`config.mk`:
```
export PLATFORM = sky130hd
export DESIGN_NAME = ir_pulse_distance_transmitter_top_flat
export DESIGN_NICKNAME = d
export VERILOG_FILES = /design/src/irpd_pkg.sv /design/src/irpd_if.sv /design/src/irpd_seq.sv /design/src/ir_pulse_distance_transmitter_top.sv /design/src/flat_wrapper.sv
export SDC_FILE = /design/constraint.sdc
export NUM_CORES = 1
export LEC_CHECK = 0
export BUFFER_PORTS_ARGS = -buffer_cell sky130_fd_sc_hd__buf_2
export CAP_MARGIN = 20
export CORE_MARGIN = 8
export CORE_UTILIZATION = 40
export DETAILED_ROUTE_END_ITERATION = 6
export GPL_ROUTABILITY_DRIVEN = 0
export PLACE_DENSITY = 0.55
export SYNTH_ARGS = -nofsm -noshare
export SYNTH_HDL_FRONTEND = slang
export SYNTH_HIERARCHICAL = 1
export SYNTH_SLANG_ARGS = --single-unit
```
`constraint.sdc`:
```
create_clock -name clk -period 5.46 [get_ports clk]
set_input_delay 0.546 -clock clk [delete_from_list [all_inputs] [get_ports clk]]
set_output_delay 0.546 -clock clk [all_outputs]
set_load 0.01 [all_outputs]
```
`src/irpd_pkg.sv`:
```
// Shared constants, codes and types of the IR pulse-distance transmitter.
package irpd_pkg;

  // Field widths and store geometry; the 3-bit slot index sets eight slots.
  localparam int unsigned SLOT_W    = 3;
  localparam int unsigned NUM_SLOTS = 1 << SLOT_W;
  localparam int unsigned POS_W     = SLOT_W + 1;
  localparam int unsigned DATA_W    = 32;
  localparam int unsigned BIT_SEL_W = $clog2(DATA_W);
  localparam int unsigned SIZE_W    = 6;
  localparam int unsigned HALF_W    = 6;
  localparam int unsigned TICK_W    = 16;
  localparam int unsigned COUNT_W   = 4;
  localparam int unsigned CMD_W     = 2;
  localparam int unsigned PHASE_W   = 3;
  localparam int unsigned CFG_IDX_W = 3;

  // Commands
  localparam logic [CMD_W-1:0] CMD_LOAD  = 2'd0;
  localparam logic [CMD_W-1:0] CMD_START = 2'd1;
  localparam logic [CMD_W-1:0] CMD_EVENT = 2'd2;

  // Register indexes
  localparam logic [CFG_IDX_W-1:0] REG_HEADER_SPACE = 3'd0;
  localparam logic [CFG_IDX_W-1:0] REG_MARK         = 3'd1;
  localparam logic [CFG_IDX_W-1:0] REG_ONE_SPACE    = 3'd2;
  localparam logic [CFG_IDX_W-1:0] REG_ZERO_SPACE   = 3'd3;
  localparam logic [CFG_IDX_W-1:0] REG_ENTRY_COUNT  = 3'd4;

  // Register reset values
  localparam logic [TICK_W-1:0]  RST_HEADER_SPACE = 16'd4500;
  localparam logic [TICK_W-1:0]  RST_MARK         = 16'd560;
  localparam logic [TICK_W-1:0]  RST_ONE_SPACE    = 16'd1690;
  localparam logic [TICK_W-1:0]  RST_ZERO_SPACE   = 16'd560;
  localparam logic [COUNT_W-1:0] RST_ENTRY_COUNT  = 4'd0;

  // Result phase codes
  localparam logic [PHASE_W-1:0] PHASE_HEADER_SPACE = 3'd0;
  localparam logic [PHASE_W-1:0] PHASE_BIT_MARK     = 3'd1;
  localparam logic [PHASE_W-1:0] PHASE_ONE_SPACE    = 3'd2;
  localparam logic [PHASE_W-1:0] PHASE_ZERO_SPACE   = 3'd3;
  localparam logic [PHASE_W-1:0] PHASE_TRAIL_MARK   = 3'd4;
  localparam logic [PHASE_W-1:0] PHASE_STOP         = 3'd5;

  typedef enum logic [2:0] {
    TX_IDLE,
    TX_LEADER,
    TX_DATA,
    TX_END,
    TX_COOLDOWN
  } tx_state_t;

  typedef struct packed {
    logic [CMD_W-1:0]  command;
    logic [SLOT_W-1:0] entry_index;
    logic [DATA_W-1:0] entry_data;
    logic [SIZE_W-1:0] entry_size;
  } item_t;

  typedef struct packed {
    logic [TICK_W-1:0]  interval_ticks;
    logic [PHASE_W-1:0] phase;
    logic               finished;
  } result_t;

  typedef struct packed {
    logic [TICK_W-1:0]  header_space_ticks;
    logic [TICK_W-1:0]  mark_ticks;
    logic [TICK_W-1:0]  one_space_ticks;
    logic [TICK_W-1:0]  zero_space_ticks;
    logic [COUNT_W-1:0] entry_count;
  } cfg_regs_t;

endpackage

```
`src/irpd_if.sv`:
```
// Channel interfaces: input items, result items and register writes.
interface irpd_in_if;
  logic                          valid;
  logic                          ready;
  logic [irpd_pkg::CMD_W-1:0]    command;
  logic [irpd_pkg::SLOT_W-1:0]   entry_index;
  logic [irpd_pkg::DATA_W-1:0]   entry_data;
  logic [irpd_pkg::SIZE_W-1:0]   entry_size;

  modport source(output valid, command, entry_index, entry_data, entry_size, input ready);
  modport sink(input valid, command, entry_index, entry_data, entry_size, output ready);
endinterface

interface irpd_out_if;
  logic                          valid;
  logic                          ready;
  logic [irpd_pkg::TICK_W-1:0]   interval_ticks;
  logic [irpd_pkg::PHASE_W-1:0]  phase;
  logic                          finished;

  modport source(output valid, interval_ticks, phase, finished, input ready);
  modport sink(input valid, interval_ticks, phase, finished, output ready);
endinterface

interface irpd_cfg_if;
  logic                           valid;
  logic                           ready;
  logic [irpd_pkg::CFG_IDX_W-1:0] index;
  logic [irpd_pkg::TICK_W-1:0]    data;

  modport source(output valid, index, data, input ready);
  modport sink(input valid, index, data, output ready);
endinterface

```
`src/irpd_seq.sv`:
```
// Frame sequencer: phase state, entry store and per-item result logic.
module irpd_seq (
  input  logic                clk,
  input  logic                rst_n,
  input  irpd_pkg::item_t     item,
  input  logic                step,
  input  irpd_pkg::cfg_regs_t cfg,
  output logic                has_result,
  output irpd_pkg::result_t   result
);

  irpd_pkg::tx_state_t state_r, state_nxt;
  logic [irpd_pkg::POS_W-1:0]  entry_pos_r, entry_pos_nxt;
  logic [irpd_pkg::HALF_W-1:0] half_bit_pos_r, half_bit_pos_nxt;

  logic [irpd_pkg::DATA_W-1:0] entry_words [irpd_pkg::NUM_SLOTS];
  logic [irpd_pkg::SIZE_W-1:0] entry_lengths [irpd_pkg::NUM_SLOTS];

  logic [irpd_pkg::COUNT_W-1:0]   count_sat;
  logic [irpd_pkg::SLOT_W-1:0]    slot;
  logic [irpd_pkg::SIZE_W-1:0]    len_raw;
  logic [irpd_pkg::SIZE_W-1:0]    len_eff;
  logic [irpd_pkg::SIZE_W:0]      last_half;
  logic [irpd_pkg::BIT_SEL_W-1:0] bit_sel;
  logic                           cur_bit;

  always_comb begin
    count_sat = (cfg.entry_count > irpd_pkg::COUNT_W'(irpd_pkg::NUM_SLOTS))
              ? irpd_pkg::COUNT_W'(irpd_pkg::NUM_SLOTS) : cfg.entry_count;
    slot    = entry_pos_r[irpd_pkg::SLOT_W-1:0];
    len_raw = entry_lengths[slot];
    // Size zero sends one bit; oversize clamps to the word width.
    if (len_raw == '0) begin
      len_eff = irpd_pkg::SIZE_W'(1);
    end else if (len_raw > irpd_pkg::SIZE_W'(irpd_pkg::DATA_W)) begin
      len_eff = irpd_pkg::SIZE_W'(irpd_pkg::DATA_W);
    end else begin
      len_eff = len_raw;
    end
    last_half = {len_eff, 1'b0} - (irpd_pkg::SIZE_W+1)'(1);
    bit_sel   = half_bit_pos_r[irpd_pkg::BIT_SEL_W:1];
    cur_bit   = entry_words[slot][bit_sel];
  end

  always_ff @(posedge clk) begin
    if (!rst_n) begin
      state_r        <= irpd_pkg::TX_IDLE;
      entry_pos_r    <= '0;
      half_bit_pos_r <= '0;
    end else if (step) begin
      state_r        <= state_nxt;
      entry_pos_r    <= entry_pos_nxt;
      half_bit_pos_r <= half_bit_pos_nxt;
    end
  end

  always_ff @(posedge clk) begin
    if (step && item.command == irpd_pkg::CMD_LOAD) begin
      entry_words[item.entry_index]   <= item.entry_data;
      entry_lengths[item.entry_index] <= item.entry_size;
    end
  end

  always_comb begin
    state_nxt             = state_r;
    entry_pos_nxt         = entry_pos_r;
    half_bit_pos_nxt      = half_bit_pos_r;
    has_result            = 1'b0;
    result.interval_ticks = '0;
    result.phase          = irpd_pkg::PHASE_HEADER_SPACE;
    result.finished       = 1'b0;
    case (item.command)
      irpd_pkg::CMD_START: begin
        if (state_r == irpd_pkg::TX_IDLE || state_r == irpd_pkg::TX_COOLDOWN) begin
          state_nxt = irpd_pkg::TX_LEADER;
        end
      end
      irpd_pkg::CMD_EVENT: begin
        case (state_r)
          irpd_pkg::TX_LEADER: begin
            has_result            = 1'b1;
            result.interval_ticks = cfg.header_space_ticks;
            result.phase          = irpd_pkg::PHASE_HEADER_SPACE;
            state_nxt             = irpd_pkg::TX_DATA;
            entry_pos_nxt         = '0;
            half_bit_pos_nxt      = '0;
          end
          irpd_pkg::TX_DATA: begin
            has_result = 1'b1;
            if (entry_pos_r < count_sat) begin
              if (!half_bit_pos_r[0]) begin
                result.interval_ticks = cfg.mark_ticks;
                result.phase          = irpd_pkg::PHASE_BIT_MARK;
              end else if (cur_bit) begin
                result.interval_ticks = cfg.one_space_ticks;
                result.phase          = irpd_pkg::PHASE_ONE_SPACE;
              end else begin
                result.interval_ticks = cfg.zero_space_ticks;
                result.phase          = irpd_pkg::PHASE_ZERO_SPACE;
              end
              // Advance to the next entry after its last space.
              if ({1'b0, half_bit_pos_r} >= last_half) begin
                entry_pos_nxt    = entry_pos_r + irpd_pkg::POS_W'(1);
                half_bit_pos_nxt = '0;
              end else begin
                half_bit_pos_nxt = half_bit_pos_r + irpd_pkg::HALF_W'(1);
              end
            end else begin
              result.interval_ticks = cfg.mark_ticks;
              result.phase          = irpd_pkg::PHASE_TRAIL_MARK;
              state_nxt             = irpd_pkg::TX_END;
            end
          end
          irpd_pkg::TX_END: begin
            has_result      = 1'b1;
            result.phase    = irpd_pkg::PHASE_STOP;
            result.finished = 1'b1;
            state_nxt       = irpd_pkg::TX_COOLDOWN;
          end
          default: ;
        endcase
      end
      default: ;
    endcase
  end

endmodule

```
`src/ir_pulse_distance_transmitter_top.sv`:
```
// Top level of the IR pulse-distance transmitter: input stage, sequencer, result stage.
// Each input item lands in an input register, the sequencer
// evaluates it there, and any result moves into an output register; a new item is
// accepted every cycle while the output register is free or being drained. Only a
// compare event during an active frame yields a result; load, start and events while
// idle or cooling down pass through silently. Registers are written through cfg_ch,
// which is always ready, and must only be written while the block is idle.
module ir_pulse_distance_transmitter_top (
  input  logic          clk,
  input  logic          rst_n,
  irpd_in_if.sink       in_ch,
  irpd_out_if.source    out_ch,
  irpd_cfg_if.sink      cfg_ch
);

  logic                s1_valid_r, s1_valid_nxt;
  irpd_pkg::item_t     s1_item_r;
  logic                out_valid_r, out_valid_nxt;
  irpd_pkg::result_t   out_result_r;
  irpd_pkg::cfg_regs_t cfg_r;

  logic              in_xfer;
  logic              s1_step;
  logic              seq_has_result;
  irpd_pkg::result_t seq_result;

  assign s1_step = s1_valid_r && (!seq_has_result || !out_valid_r || out_ch.ready);
  assign in_ch.ready = !s1_valid_r || s1_step;
  assign in_xfer = in_ch.valid && in_ch.ready;

  always_comb begin
    s1_valid_nxt = s1_valid_r;
    if (in_xfer) begin
      s1_valid_nxt = 1'b1;
    end else if (s1_step) begin
      s1_valid_nxt = 1'b0;
    end
    out_valid_nxt = out_valid_r;
    if (s1_step && seq_has_result) begin
      out_valid_nxt = 1'b1;
    end else if (out_ch.ready) begin
      out_valid_nxt = 1'b0;
    end
  end

  always_ff @(posedge clk) begin
    if (!rst_n) begin
      s1_valid_r  <= 1'b0;
      out_valid_r <= 1'b0;
    end else begin
      s1_valid_r  <= s1_valid_nxt;
      out_valid_r <= out_valid_nxt;
    end
  end

  always_ff @(posedge clk) begin
    if (in_xfer) begin
      s1_item_r.command     <= in_ch.command;
      s1_item_r.entry_index <= in_ch.entry_index;
      s1_item_r.entry_data  <= in_ch.entry_data;
      s1_item_r.entry_size  <= in_ch.entry_size;
    end
    if (s1_step && seq_has_result) begin
      out_result_r <= seq_result;
    end
  end

  irpd_seq u_seq (
    .clk        (clk),
    .rst_n      (rst_n),
    .item       (s1_item_r),
    .step       (s1_step),
    .cfg        (cfg_r),
    .has_result (seq_has_result),
    .result     (seq_result)
  );

  assign out_ch.valid          = out_valid_r;
  assign out_ch.interval_ticks = out_result_r.interval_ticks;
  assign out_ch.phase          = out_result_r.phase;
  assign out_ch.finished       = out_result_r.finished;

  assign cfg_ch.ready = 1'b1;

  always_ff @(posedge clk) begin
    if (!rst_n) begin
      cfg_r.header_space_ticks <= irpd_pkg::RST_HEADER_SPACE;
      cfg_r.mark_ticks         <= irpd_pkg::RST_MARK;
      cfg_r.one_space_ticks    <= irpd_pkg::RST_ONE_SPACE;
      cfg_r.zero_space_ticks   <= irpd_pkg::RST_ZERO_SPACE;
      cfg_r.entry_count        <= irpd_pkg::RST_ENTRY_COUNT;
    end else if (cfg_ch.valid) begin
      case (cfg_ch.index)
        irpd_pkg::REG_HEADER_SPACE: cfg_r.header_space_ticks <= cfg_ch.data;
        irpd_pkg::REG_MARK:         cfg_r.mark_ticks         <= cfg_ch.data;
        irpd_pkg::REG_ONE_SPACE:    cfg_r.one_space_ticks    <= cfg_ch.data;
        irpd_pkg::REG_ZERO_SPACE:   cfg_r.zero_space_ticks   <= cfg_ch.data;
        irpd_pkg::REG_ENTRY_COUNT:
          cfg_r.entry_count <= cfg_ch.data[irpd_pkg::COUNT_W-1:0];
        default: ;
      endcase
    end
  end

endmodule

```
`src/flat_wrapper.sv`:
```
// flat-port wrapper written by rule: the top's interface ports become plain ports
module ir_pulse_distance_transmitter_top_flat 
  (clk, rst_n, in_ch_valid, in_ch_command, in_ch_entry_index, in_ch_entry_data, in_ch_entry_size, in_ch_ready, out_ch_valid, out_ch_interval_ticks, out_ch_phase, out_ch_finished, out_ch_ready, cfg_ch_valid, cfg_ch_index, cfg_ch_data, cfg_ch_ready);
  irpd_in_if in_ch_i ();
  irpd_out_if out_ch_i ();
  irpd_cfg_if cfg_ch_i ();
  input  logic clk;
  input  logic rst_n;
  input wire logic [$bits(in_ch_i.valid)-1:0] in_ch_valid;
  input wire logic [$bits(in_ch_i.command)-1:0] in_ch_command;
  input wire logic [$bits(in_ch_i.entry_index)-1:0] in_ch_entry_index;
  input wire logic [$bits(in_ch_i.entry_data)-1:0] in_ch_entry_data;
  input wire logic [$bits(in_ch_i.entry_size)-1:0] in_ch_entry_size;
  output wire logic [$bits(in_ch_i.ready)-1:0] in_ch_ready;
  output wire logic [$bits(out_ch_i.valid)-1:0] out_ch_valid;
  output wire logic [$bits(out_ch_i.interval_ticks)-1:0] out_ch_interval_ticks;
  output wire logic [$bits(out_ch_i.phase)-1:0] out_ch_phase;
  output wire logic [$bits(out_ch_i.finished)-1:0] out_ch_finished;
  input wire logic [$bits(out_ch_i.ready)-1:0] out_ch_ready;
  input wire logic [$bits(cfg_ch_i.valid)-1:0] cfg_ch_valid;
  input wire logic [$bits(cfg_ch_i.index)-1:0] cfg_ch_index;
  input wire logic [$bits(cfg_ch_i.data)-1:0] cfg_ch_data;
  output wire logic [$bits(cfg_ch_i.ready)-1:0] cfg_ch_ready;
  assign in_ch_i.valid = in_ch_valid;
  assign in_ch_i.command = in_ch_command;
  assign in_ch_i.entry_index = in_ch_entry_index;
  assign in_ch_i.entry_data = in_ch_entry_data;
  assign in_ch_i.entry_size = in_ch_entry_size;
  assign in_ch_ready = in_ch_i.ready;
  assign out_ch_valid = out_ch_i.valid;
  assign out_ch_interval_ticks = out_ch_i.interval_ticks;
  assign out_ch_phase = out_ch_i.phase;
  assign out_ch_finished = out_ch_i.finished;
  assign out_ch_i.ready = out_ch_ready;
  assign cfg_ch_i.valid = cfg_ch_valid;
  assign cfg_ch_i.index = cfg_ch_index;
  assign cfg_ch_i.data = cfg_ch_data;
  assign cfg_ch_ready = cfg_ch_i.ready;
  ir_pulse_distance_transmitter_top u_core (.clk(clk), .rst_n(rst_n), .in_ch(in_ch_i), .out_ch(out_ch_i), .cfg_ch(cfg_ch_i));
endmodule
```
==> After elaboration in Yosys (flattened, before gate mapping) <==
Memory sizes are Yosys's and may differ from the RTL's. A register that Yosys moved wholly into a read port is not among the register bits.
Cells that the tools add are included.
{ "classes": {"add_sub_neg": 3, "muxes": 33, "n_shift": 0, "reduce_logical": 28, "div": 0, "n_bitwise": 0, "mul": 0, "n_lt_le_gt_ge": 5, "n_eq_ne": 15} }
{ "ops": {"columns": ["cell", "n"], "rows": [
  ["19-bit 2-to-1 mux", 3],
  ["16-bit one-hot mux with 2 select lines", 1],
  ["6-bit 2-to-1 mux", 4],
  ["3-bit 2-to-1 mux", 6],
  ["3-bit by 2-bit == test with 1-bit output, second input constant", 4],
  ["4-bit 2-to-1 mux", 3],
  ["3-bit one-hot mux with 2 select lines", 2],
  ["6-bit one-hot mux with 2 select lines", 1],
  ["1-bit 2-to-1 mux", 10],
  ["2-bit AND reduction", 5],
  ["5-bit AND reduction", 2],
  ["3-bit one-hot mux with 3 select lines", 1],
  ["4-bit one-hot mux with 2 select lines", 1],
  ["2-bit nonzero test", 4],
  ["6-bit by 7-bit greater-or-equal comparator with 1-bit output", 1],
  ["7-bit by 1-bit subtractor with 7-bit output, second input constant", 1],
  ["6-bit by 1-bit adder with 6-bit output, second input constant", 1],
  ["3-bit by 1-bit == test with 1-bit output, second input constant", 2],
  ["3-bit == test, second input constant", 2],
  ["6-bit greater-than comparator, second input constant", 1],
  ["3-bit zero test", 2],
  ["6-bit zero test", 1],
  ["5-bit by 6-bit < comparator with 1-bit output, second input constant", 1],
  ["2-bit != test, second input constant", 3],
  ["other kinds (14)", 22]
]} }
{ "totals": {"latchBits": 0, "input_bits": 67, "elab_cells": 103, "mem_bits_ro": 0, "register_bits": 146, "mem_bits_rw": 304, "out_inout_bits": 23, "mem_count": 2} }
{ "mem_list": {"columns": ["memory", "words", "word_bits", "rd", "rd_ports_with_merged_regs", "write_ports", "line_no", "text"], "rows": [
  ["u_core.u_seq.entry_words", 8, 32, 1, 1, 1, "irpd_seq.sv:16", "logic [irpd_pkg::DATA_W-1:0] entry_words [irpd_pkg::NUM_SLOTS];"],
  ["u_core.u_seq.entry_lengths", 8, 6, 1, 1, 1, "irpd_seq.sv:17", "logic [irpd_pkg::SIZE_W-1:0] entry_lengths [irpd_pkg::NUM_SLOTS];"]
]} }

==> Logic depth before layout (Yosys ltp) <==
Gate-level depths: netlist (run 1).
{ "depth": {"word_depth": 11, "ltp_mapped": 21, "depth_no_buf": 16} }

==> Hierarchy <==
The synthesis (run 1) kept the hierarchy.
{ "modules_own_cells": {"columns": ["mod", "seq_area_each_um2", "area_each_um2", "cells_per_inst", "instances"], "rows": [
  ["irpd_seq", 9449.1, 13705.6, 765, 1],
  ["ir_pulse_distance_transmitter_top", 3293.2, 4675.7, 331, 1]
]} }

==> Worst setup path after synthesis (run 1) <==
No wires, ideal clock.
{ "synth_path": {"path_type": "reg-to-reg", "start": "reg u_core/s1_item_r[41] in the netlist's numbering", "end": "mem u_core/u_seq/entry_lengths[4][0] in the netlist's numbering, enable pin", "n_path_buf": 1, "synth_period_minus_slack_ns": 4.845, "path_stages_with_launch": 9, "setup_slack_ns": 0.615, "t_required_ns": 4.980, "t_arrival_ns": 4.365, "setup_ns": 0.480, "cell_sequence": "edfxtp_1 -> inv_1 -> ha_1 -> nand2b_1 -> clkbuf_1 -> a21oi_1 -> a21boi_0 -> nand3_1 -> nor3_1"} }
{ "synth_via": {"elab_chain_len": 9, "elab_cells_between_ends": 10, "classes_between": "eq/ne (1); mux (3); reduce/logical (6)"} }
{ "synth_rtl": {"columns": ["item", "line_no", "text"], "rows": [
  ["from (decl)", "ir_pulse_distance_transmitter_top.sv:17", "irpd_pkg::item_t s1_item_r;"],
  ["2-bit == test", "irpd_seq.sv:72", "case (item.command)"],
  ["1-bit 2-to-1 mux", "irpd_seq.sv:72", null],
  ["named net u_core.seq_has_result", "ir_pulse_distance_transmitter_top.sv:24", "logic seq_has_result;"],
  ["1-bit zero test", "ir_pulse_distance_transmitter_top.sv:27", "assign s1_step = s1_valid_r && (!seq_has_result || !out_valid_r || out_ch.ready);"],
  ["1-bit logical OR (2 in series)", "ir_pulse_distance_transmitter_top.sv:27", null],
  ["1-bit logical AND", "ir_pulse_distance_transmitter_top.sv:27", null],
  ["named net u_core.s1_step", "ir_pulse_distance_transmitter_top.sv:23", "logic s1_step;"],
  ["1-bit logical AND", "irpd_seq.sv:58", "if (step && item.command == irpd_pkg::CMD_LOAD) begin"],
  ["1-bit 2-to-1 mux", "irpd_seq.sv:58", null],
  ["1-bit 2-to-1 mux (implied by the code)", "irpd_seq.sv:60", "entry_lengths[item.entry_index] <= item.entry_size;"],
  ["to (decl)", "irpd_seq.sv:17", null]
]} }
The timed path passes the listed nets, and every way through them passes these cells.

==> results of run 1 <==
-- cells by family (layout without fill, tap and decap cells) --
| family | Yosys count | after routing | synth area share, % |
|---|---|---|---|
| other cells | 1 | 1 | 0.02040 |
| simple gates | 231 | 231 | 6.235 |
| buf+inv | 73 | 215 | 2.519 |
| xor+xnor | 6 | 6 | 0.2859 |
| mux | 197 | 197 | 15.81 |
| flops | 453 | 453 | 69.32 |
| compound gates | 121 | 121 | 4.860 |
| fa+ha+maj | 14 | 14 | 0.9530 |
-- critical path: cells and delay by family, from the launching register on --
kind                     cells  cell delay [ns]
AND/OR/NAND/NOR              5             0.65
AO/OA/AOI/OAI                6             1.53
adder cells (fa/ha/maj)      2             0.57
multiplexers                 2             0.88
flip-flops                   1             0.56
buffers and inverters        1             0.07
-- layer usage --
metal | share of wire (%) | wire, microns | global-route usage (%)
met3 | 3.8 | 1505 | 2.391
met1 | 46 | 18390 | 20.83
met5 | 0 | 0 | 0
met2 | 48 | 19300 | 24.46
met4 | 1.9 | 765 | 4.356
-- flip-flops by register name, indices dropped and copies added (netlist names), named ones only --
name,flops
u_core/out_ch.interval_ticks,16
u_core/u_seq/half_bit_pos_r,6
u_core/s1_item_r,43
u_core/u_seq/state_r,3
u_core/cfg_r,68
u_core/out_ch.phase,3
u_core/u_seq/entry_pos_r,4
u_core/u_seq/entry_lengths,48
u_core/out_ch.finished,1
u_core/s1_valid_r,1
u_core/u_seq/entry_words,256
u_core/out_ch.valid,1
-- final cells by class --
cell class / count / area share [%]
Sequential cell: 453 / 60.94
Multi-Input combinational cell: 570 / 25.08
Clock buffer: 67 / 6.375
Tap cell: 600 / 3.588
Timing Repair Buffer: 115 / 3.134
Clock inverter: 19 / 0.6279
Inverter: 14 / 0.2512
-- per-stage QoR --
stage | utilization [%] | cell area, sq um | hold slack (ns) | std cells
2_1_floorplan | - | 18380 | 0.4294 | 1096
3_3_place_gp | 42.88 | 19460 | 0.4421 | 1752
3_5_place_dp | 42.88 | 19460 | 0.4483 | 1752
4_1_cts | 46.10 | 20920 | 0.1082 | 1838
5_1_grt | 46.10 | 20920 | 0.1102 | 1838
6_report | 46.10 | 20920 | 0.1423 | 1838
-- cells in the final DEF, fill, tap and decap left out, types with 3 or more instances in the layout --
cell type / count
edfxtp_1: 367
mux2i_1: 120
nand2_1: 107
buf_2: 88
dfxtp_1: 83
mux4_2: 74
clkbuf_16: 49
nor2b_1: 36
buf_4: 26
nor2_1: 24
a22oi_1: 21
o21ai_1: 20
o21a_1: 16
clkbuf_1: 14
a21oi_1: 14
nand3_1: 14
ha_1: 14
inv_1: 13
o21ai_0: 10
nand2b_1: 9
clkinv_1: 8
clkinv_2: 6
a21o_1: 6
nand4_1: 6
nor2_4: 6
xnor2_1: 5
clkbuf_8: 4
a31oi_1: 4
nand4b_1: 3
a21oi_2: 3
or3_1: 3
nor3_1: 3
-- power by group --
group	total, mW	switching, mW	internal (mW)	leakage, nW
Clock	3.03	1.28	1.75	0.715
Sequential	3.81	0.0440	3.77	4.01
Combinational	0.127	0.0771	0.0502	2.22
-- worst paths after layout --
kind	startpoint	endpoint	slack (ns)	cells past startpoint
worst min register to register	u_core/cfg_r[51]$_SDFFE_PN0P_	u_core/cfg_r[51]$_SDFFE_PN0P_	0.46	2
worst min-delay path	in_ch_entry_data[18]	u_core/s1_item_r[24]$_DFFE_PP_	0.14	1
worst max register to register	flip-flop	flip-flop	1.01	16
worst max-delay path	flip-flop	flip-flop	1.01	16
==> run metrics, run 1 <==
via count=9648; Post-synth top flop=edfxtp_1; status=completed; crit path max-delay cell type=a2111oi_1; routed length per instance=21.74 microns; Core ar.=45380 sq um; largest cells by area after synthesis=edfxtp_1, dfxtp_1, mux4_2; setup TNS=0 ns; synthesis-stage register bit count=453; Synth Instances=1096; Leakage=6.943 nW; Final Skew=0.02114 ns; full die area=53070 sq um; CP required=5.86 ns; Pre-antenna DRT Iters=5; Hold WC Path Type=in -> reg; PostCTS Resize Cnt=0; Num CTS Buffers=47; Layout area overhead=13.82%; CTS Root Cell=clkbuf_16; Fillers=3973; GRT Util Overall=15.06%; Setup violations, final=0; DRT iter0 DRCs=662; CTS tree=yes; Post-synth EDFFs=367; GR Overflow Total=0; CP peak stage delay=0.69 ns; H-tree depth=2; clock slew at reported path FFs=0.06 ns; n_diodes=0; count of cell types in the netlist=70; crit path capture type=flip-flop; total power=6.973 mW; cell with the most instances after synthesis=edfxtp_1; Port Buffers=88; Max transition margin=29.00%; top-area cell type share of the netlist area=59.96%; crit-path max FO=17; NumNets Final=1282; HPWL after DPL=22870 microns; Final Max Slew Viols=0; Async S/R FF share, synth=0%; peak supply drop=0.1941 mV; largest net degree at the start of global routing=54; register area share after synthesis=69.32%; top cells by count, synth=edfxtp_1, mux2i_1, nand2_1; Worst Max-Slew Pin Slew=1.065 ns; crit path DAT=4.84 ns; Seq. cell area=12750 sq um; vias in the first global route=10204; starting density of the core=40.50%; crit-path most repeated cell=a21o_1; FP Rows=78; pwr/cell area=333.3 nW/um^2; initial antenna violation count=0; final setup margin=1.014 ns; Final Cycle Share=81.42%; chain of cells forming the critical path=mux4_2 > mux2i_1 > nand2_1 > nor2_1 > nand2_1 > a21oi_1 > inv_1 > ha_1 > ha_1 > a21o_1 > a21o_1 > a21o_1 > a2111oi_1 > nor4_4 > nand4b_1 > o21ai_0; Synth area leader=edfxtp_1; Place WS=1.048 ns; Avg Cell Area, Syn=16.77 sq um; # Post-CTS Setup Buffers=0; Die Height=230.4 microns; # DRC=0; Synth Cell Area=18380 sq um; hold_buf cts=0; Top Ports=90; layout cells sized above 1=23.02%; Worst-Skew Late Latency=0.58 ns; crit path time final=4.446 ns; Setup crit start kind=flip-flop; first-pass GRT wire length=61710 microns; number of vias per cell=5.249; syn nets=1177; CP Class=reg -> reg; clk sink count=453; YS warnings=6; routed wire length=39960 microns; max_cap viols=0; Longest Clk Path Bufs=3; area of the multi-input gates=5248 sq um; Final Hold Vio Count=0; Routed Antenna Nets=0; RSZ-0062 raised after global routing=false; die width=230.4 microns; fmax=224.9 MHz
Power figures use the tool's default switching activity.
==> run 2: changes to the inputs <==
- PLACE_DENSITY: 0.55 -> 0.57
- clock period: 5.46 -> 3.7 ns (I/O delays scaled with it)
==> run metrics, run 2 (synthesized netlist as in run 1, its figures left out) <==
Num CTS Buffers=49 (+4.3%); Final Skew=0.03086 ns (+0.009723 ns); CTS tree=yes; GRT Util Overall=15.35% (+0.29 points); Levels on crit path=15 (-1); pwr/cell area=481.8 nW/um^2 (+45%); vias in the first global route=10429 (+2.2%); clock slew at reported path FFs=0.06 ns (about the same); Port Buffers=88 (unchanged); commonest non-fill, non-tap cell in the layout=edfxtp_1; Longest Clk Path Bufs=3 (unchanged); die width=230.4 microns (unchanged); Routed Antenna Nets=0 (unchanged); Final Cycle Share=98.35% (+17 points); Setup crit start kind=flip-flop; total power=10.46 mW (+50%); FP Rows=78 (unchanged); CTS Root Cell=clkbuf_16; largest reg by FF count=u_core/u_seq/entry_words; # DRC=0 (unchanged); CP peak stage delay=0.50 ns (-0.19 ns); starting density of the core=40.50% (unchanged); largest net degree at the start of global routing=54 (unchanged); chain of cells forming the critical path=buf_4 > mux4_2 > mux2i_2 > nand2_1 > a21oi_2 > inv_1 > ha_1 > ha_1 > a21o_1 > a21o_1 > a21o_1 > a2111oi_4 > nor4_4 > nand4b_1 > o21ai_1; crit path time final=3.639 ns (-0.8068 ns); Worst Max-Slew Pin Slew=0.9000 ns (-0.1650 ns); Buf+Inv Stages, Crit Path=2 (+1); crit-path most repeated cell=a21o_1; Setup violations, final=0 (unchanged); peak supply drop=0.4305 mV (+120%); CP Class=reg -> reg; Hold WC Path Type=in -> reg; RSZ-0062 raised after global routing=true; routed length per instance=21.60 microns (-0.67%); full die area=53070 sq um (unchanged); number of instances on the worst hold path=3 (+2); layout cells sized above 1=24.68% (+1.7 points); most frequent cells in the layout=edfxtp_1, mux2i_1, nand2_1; Top Ports=90 (unchanged); max_cap viols=0 (unchanged); crit path max-delay cell type=mux4_2; Worst-Skew Late Latency=0.59 ns (about the same); crit path capture type=flip-flop; leading registers by flop count=u_core/u_seq/entry_words x256, u_core/cfg_r x68, u_core/u_seq/entry_lengths x48; H-tree depth=2 (unchanged); min-delay src=cfg_ch_data[9]; clk sink count=453 (unchanged); Final Hold Vio Count=0 (unchanged); Max transition margin=40.00% (+11 points); Leakage=7.293 nW (+5.0%); Die Height=230.4 microns (unchanged); n_diodes=0 (unchanged); Core ar.=45380 sq um (unchanged); GR Overflow Total=0 (unchanged); initial antenna violation count=0 (unchanged); status=completed; NumNets Final=1350 (+5.3%); first-pass GRT wire length=63080 microns (+2.2%); Pre-antenna DRT Iters=4 (-1); crit-path max FO=8 (-9); crit path DAT=4.08 ns (-0.76 ns); CP required=4.14 ns (-1.72 ns); HPWL after DPL=24460 microns (+7.0%); Final Max Slew Viols=0 (unchanged); number of vias per cell=5.250 (about the same); routed wire length=41230 microns (+3.2%); Top Family by Delay on Critical Path=compound AO/OA/AOI/OAI gates; Layout area overhead=18.11%; max FFs per register=256 (unchanged); via count=10023 (+3.9%); Finished Core Util=47.84% (+1.7 points); path depth of the worst reg2reg path=15 (-1); fmax=274.8 MHz (+22%); DRT iter0 DRCs=713 (+7.7%)
[run 2: worst register-to-register path, cell delays in order (launching register included)]
cell	delay, ns
dfxtp_4	0.43
buf_4	0.16
mux4_2	0.50
mux2i_2	0.26
nand2_1	0.11
a21oi_2	0.15
inv_1	0.06
ha_1	0.27
ha_1	0.27
a21o_1	0.16
a21o_1	0.17
a21o_1	0.17
a2111oi_4	0.45
nor4_4	0.10
nand4b_1	0.16
o21ai_1	0.08
[run 2: where the power goes]
part / internal [mW] / total [mW] / leakage (nW) / switching, mW
Combinational: 0.108 / 0.232 / 2.53 / 0.124
Clock: 2.64 / 4.60 / 0.758 / 1.96
Sequential: 5.56 / 5.63 / 4.01 / 0.0646
[run 2: cell type report]
type | instances | area (sq um)
Timing Repair Buffer | 180 | 1320
Clock buffer | 66 | 1351
Tap cell | 600 | 750.7
Sequential cell | 453 | 12750
Clock inverter | 25 | 175.2
Multi-Input combinational cell | 571 | 5310
Fill cell | 3862 | 23670
Inverter | 14 | 52.55
[run 2: path summary, 6_finish.rpt]
path	endpoint	slack, ns
hold reg to reg	u_core/cfg_r[37]$_SDFFE_PN0P_	0.45
hold / removal	u_core/cfg_r[61]$_SDFFE_PN0P_	0.06
setup reg to reg	u_core/u_seq/entry_pos_r[0]$_SDFFE_PN0P_	0.06
setup / recovery	u_core/u_seq/entry_pos_r[0]$_SDFFE_PN0P_	0.06
[run 2: routing by layer]
layer  track usage (%)  vias up  share of wire [%]
li1                  -     4614                  -
met1             20.18     5134                 44
met4             5.187        0                2.6
met2             25.71      200                 49
met5                 0        -                  0
met3             2.539       75                4.1
[run 2: per-stage QoR]
stage | hold slack, ns | area (sq um) | cells | setup slack (ns) | setup TNS (ns)
2_1_floorplan | 0.4294 | 18470 | 1096 | -0.2677 | -6.693
3_3_place_gp | 0.4414 | 19670 | 1768 | 0.05547 | 0
3_5_place_dp | 0.4489 | 19670 | 1768 | -0.06045 | -0.1419
4_1_cts | 0.02027 | 21660 | 1906 | 0.04643 | 0
5_1_grt | 0.05938 | 21710 | 1909 | -0.1756 | -1.993
6_report | 0.05710 | 21710 | 1909 | 0.06108 | 0
[run 2: what timing repair did]
item / CTS / global route
hold endpoints to repair: 44 / 0
setup endpoints to repair: 4 / 14
buffers inserted: 3 / 2
hold buffers: 44 / 0
cloned: 0 / 1
resized for setup: 0 / 8
pin swaps: 1 / 1
==> run 3: changes to the inputs <==
- PLACE_DENSITY: 0.57 -> 0.55
- SETUP_SLACK_MARGIN: unset -> 0.3
==> run metrics, run 3 (synthesized netlist as in run 1, its figures left out) <==
Layout area overhead=19.35%; Hold WC Path Type=in -> reg; CTS Root Cell=clkbuf_16; Design Area, Final=21940 sq um (+1.0%); most frequent cells in the layout=edfxtp_1, mux2i_1, nand2_1; crit-path max FO=5 (-3); # DRC=0 (unchanged); starting density of the core=40.50% (unchanged); Core ar.=45380 sq um (unchanged); Pre-antenna DRT Iters=6 (+2); max_cap viols=0 (unchanged); CP peak stage delay=0.47 ns (-0.03 ns); largest net degree at the start of global routing=58 (+7.4%); Non-Filler Instances=1921 (+0.63%); clock slew at reported path FFs=0.06 ns (about the same); RSZ-0062 raised after global routing=true; crit path time final=3.685 ns (+0.04592 ns); fmax=271.4 MHz (-1.2%); Finished Core Util=48.34% (+0.50 points); R2R Setup Slk=0.02 ns (-0.05 ns); Final Skew=0.02883 ns (-0.002029 ns); peak supply drop=0.4033 mV (-6.3%); FP Rows=78 (unchanged); Num CTS Buffers=49 (unchanged); Leakage=7.358 nW (+0.90%); Place WS=-0.02893 ns (+0.03152 ns); path depth of the worst reg2reg path=20 (+5); chain of cells forming the critical path=buf_12 > mux4_2 > mux2i_1 > buf_4 > buf_4 > buf_4 > buf_4 > buf_4 > buf_4 > buf_4 > and3_1 > nand3_1 > o211a_1 > ha_1 > a21o_1 > a2111oi_4 > buf_4 > nor4_4 > nand4b_1 > o21ai_0; number of instances on the worst hold path=3 (unchanged); GRT Util Overall=15.30% (-0.047 points); routed wire length=40960 microns (-0.66%); Final Cycle Share=99.59% (+1.2 points); Setup violations, final=0 (unchanged); crit path max-delay cell type=mux4_2; first-pass GRT wire length=63160 microns (+0.13%); status=completed; H-tree depth=2 (unchanged); clk sink count=453 (unchanged); CP required=4.13 ns (about the same); NumNets Final=1364 (+1.0%); reg2reg end=u_core/u_seq/entry_pos_r[0]$_SDFFE_PN0P_; final setup margin=0.01516 ns (-0.04592 ns); Buf+Inv Stages, Crit Path=9 (+7); Max transition margin=44.65% (+4.6 points); Port Buffers=88 (unchanged); CTS tree=yes; Hold Crit Endpoint=u_core/cfg_r[30]$_SDFFE_PN1P_; placed insts=1772 (+0.23%); Routed Antenna Nets=0 (unchanged); max FFs per register=256 (unchanged); Longest Clk Path Bufs=3 (unchanged); full die area=53070 sq um (unchanged); GR Overflow Total=0 (unchanged); crit path DAT=4.12 ns (+0.04 ns); crit path capture type=flip-flop; layout cells sized above 1=24.91% (+0.23 points); n_diodes=0 (unchanged); CP Class=reg -> reg; min-delay src=cfg_ch_data[10]; Worst-Skew Late Latency=0.59 ns (about the same); number of vias per cell=5.198 (-1.0%); Final Hold Vio Count=0 (unchanged); routed length per instance=21.32 microns (-1.3%); leading registers by flop count=u_core/u_seq/entry_words x256, u_core/cfg_r x68, u_core/u_seq/entry_lengths x48; die width=230.4 microns (unchanged); pwr/cell area=473.2 nW/um^2 (-1.8%); Top Ports=90 (unchanged); Worst Max-Slew Pin Slew=0.8303 ns (-0.06967 ns); commonest non-fill, non-tap cell in the layout=edfxtp_1; Top Family by Delay on Critical Path=buffers and inverters; DRT iter0 DRCs=658 (-7.7%); Min Hold Slack=0.06311 ns (+0.006011 ns); crit-path most repeated cell=buf_4; largest reg by FF count=u_core/u_seq/entry_words; initial antenna violation count=0 (unchanged); Final Max Slew Viols=0 (unchanged); vias in the first global route=10530 (+0.97%); via count=9985 (-0.38%); Die Height=230.4 microns (unchanged); Setup crit start kind=flip-flop; HPWL after DPL=23340 microns (-4.6%); Fillers=3894 (+0.83%); DP Area=19820 sq um (+0.72%)
run 3: cell types whose count changed in the layout (fill, tap and decap cells not counted), moves of 2 or more:
cell,delta
o21ai_1,-3
buf_4,+3
o21ai_0,+2
buf_12,+9
clkbuf_1,+7
clkbuf_8,-3
clkinv_2,-7
run 3: report_power, final:
part / leakage (nW) / internal, mW / switching [mW] / total (mW)
registers: 4.01 / 5.56 / 0.0663 / 5.63
clock network: 0.718 / 2.59 / 1.93 / 4.52
logic: 2.63 / 0.109 / 0.122 / 0.231
run 3: per-layer routing:
layer / up-vias / share of wire (%) / track usage (%)
met5: - / 0 / 0
met4: 0 / 2.0 / 4.534
met3: 56 / 4.4 / 2.686
met2: 185 / 48 / 25.02
met1: 5101 / 46 / 20.80
li1: 4643 / - / -
run 3: cell type report:
class | instances | area (sq um) | share of cell area (%)
Sequential cell | 453 | 12750 | 58.13
Multi-Input combinational cell | 571 | 5321 | 24.26
Timing Repair Buffer | 194 | 1579 | 7.197
Clock buffer | 70 | 1336 | 6.091
Tap cell | 600 | 750.7 | 3.422
Clock inverter | 19 | 146.4 | 0.6673
Inverter | 14 | 52.55 | 0.2395
run 3: worst reg2reg max path, cell delays in order, from the launching register on:
cell and delay, ns:
dfxtp_4 0.42, buf_12 0.12, mux4_2 0.48, mux2i_1 0.19, buf_4 0.14, buf_4 0.09
buf_4 0.09, buf_4 0.08, buf_4 0.09, buf_4 0.09, buf_4 0.11, and3_1 0.18
nand3_1 0.09, o211a_1 0.13, ha_1 0.26, a21o_1 0.21, a2111oi_4 0.33, buf_4 0.19
nor4_4 0.06, nand4b_1 0.14, o21ai_0 0.09
run 3: timing repair:
| item | in CTS | in global routing |
|---|---|---|
| endpoints found under the hold margin | 44 | 0 |
| pin swaps | 5 | 9 |
| gates cloned | 1 | 1 |
| setup buffers | 14 | 0 |
| hold buffers | 44 | 0 |
| setup endpoints to repair | 15 | 30 |
| resized for setup | 8 | 3 |
run 3: how the worst max path moves through the flow:
stage                          from  depth (start not counted)                                  endpoint
after floorplan           flip-flop                         21  u_core/u_seq/entry_pos_r[3]$_SDFFE_PN0P_
after detailed placement  flip-flop                         16                                 flip-flop
final                     flip-flop                         20  u_core/u_seq/entry_pos_r[0]$_SDFFE_PN0P_
after global routing      flip-flop                         18  u_core/u_seq/entry_pos_r[3]$_SDFFE_PN0P_
after global placement    flip-flop                         16                                 flip-flop
after CTS                 flip-flop                         18                                 flip-flop
run 3: through the flow:
step / TNS, ns / total power, mW
2_1_floorplan: -2.822 / 5.825
3_5_place_dp: -0.05517 / 5.934
3_3_place_gp: 0 / 5.927
6_report: 0 / 10.38
4_1_cts: 0 / 10.53
5_1_grt: -1.973 / 10.75
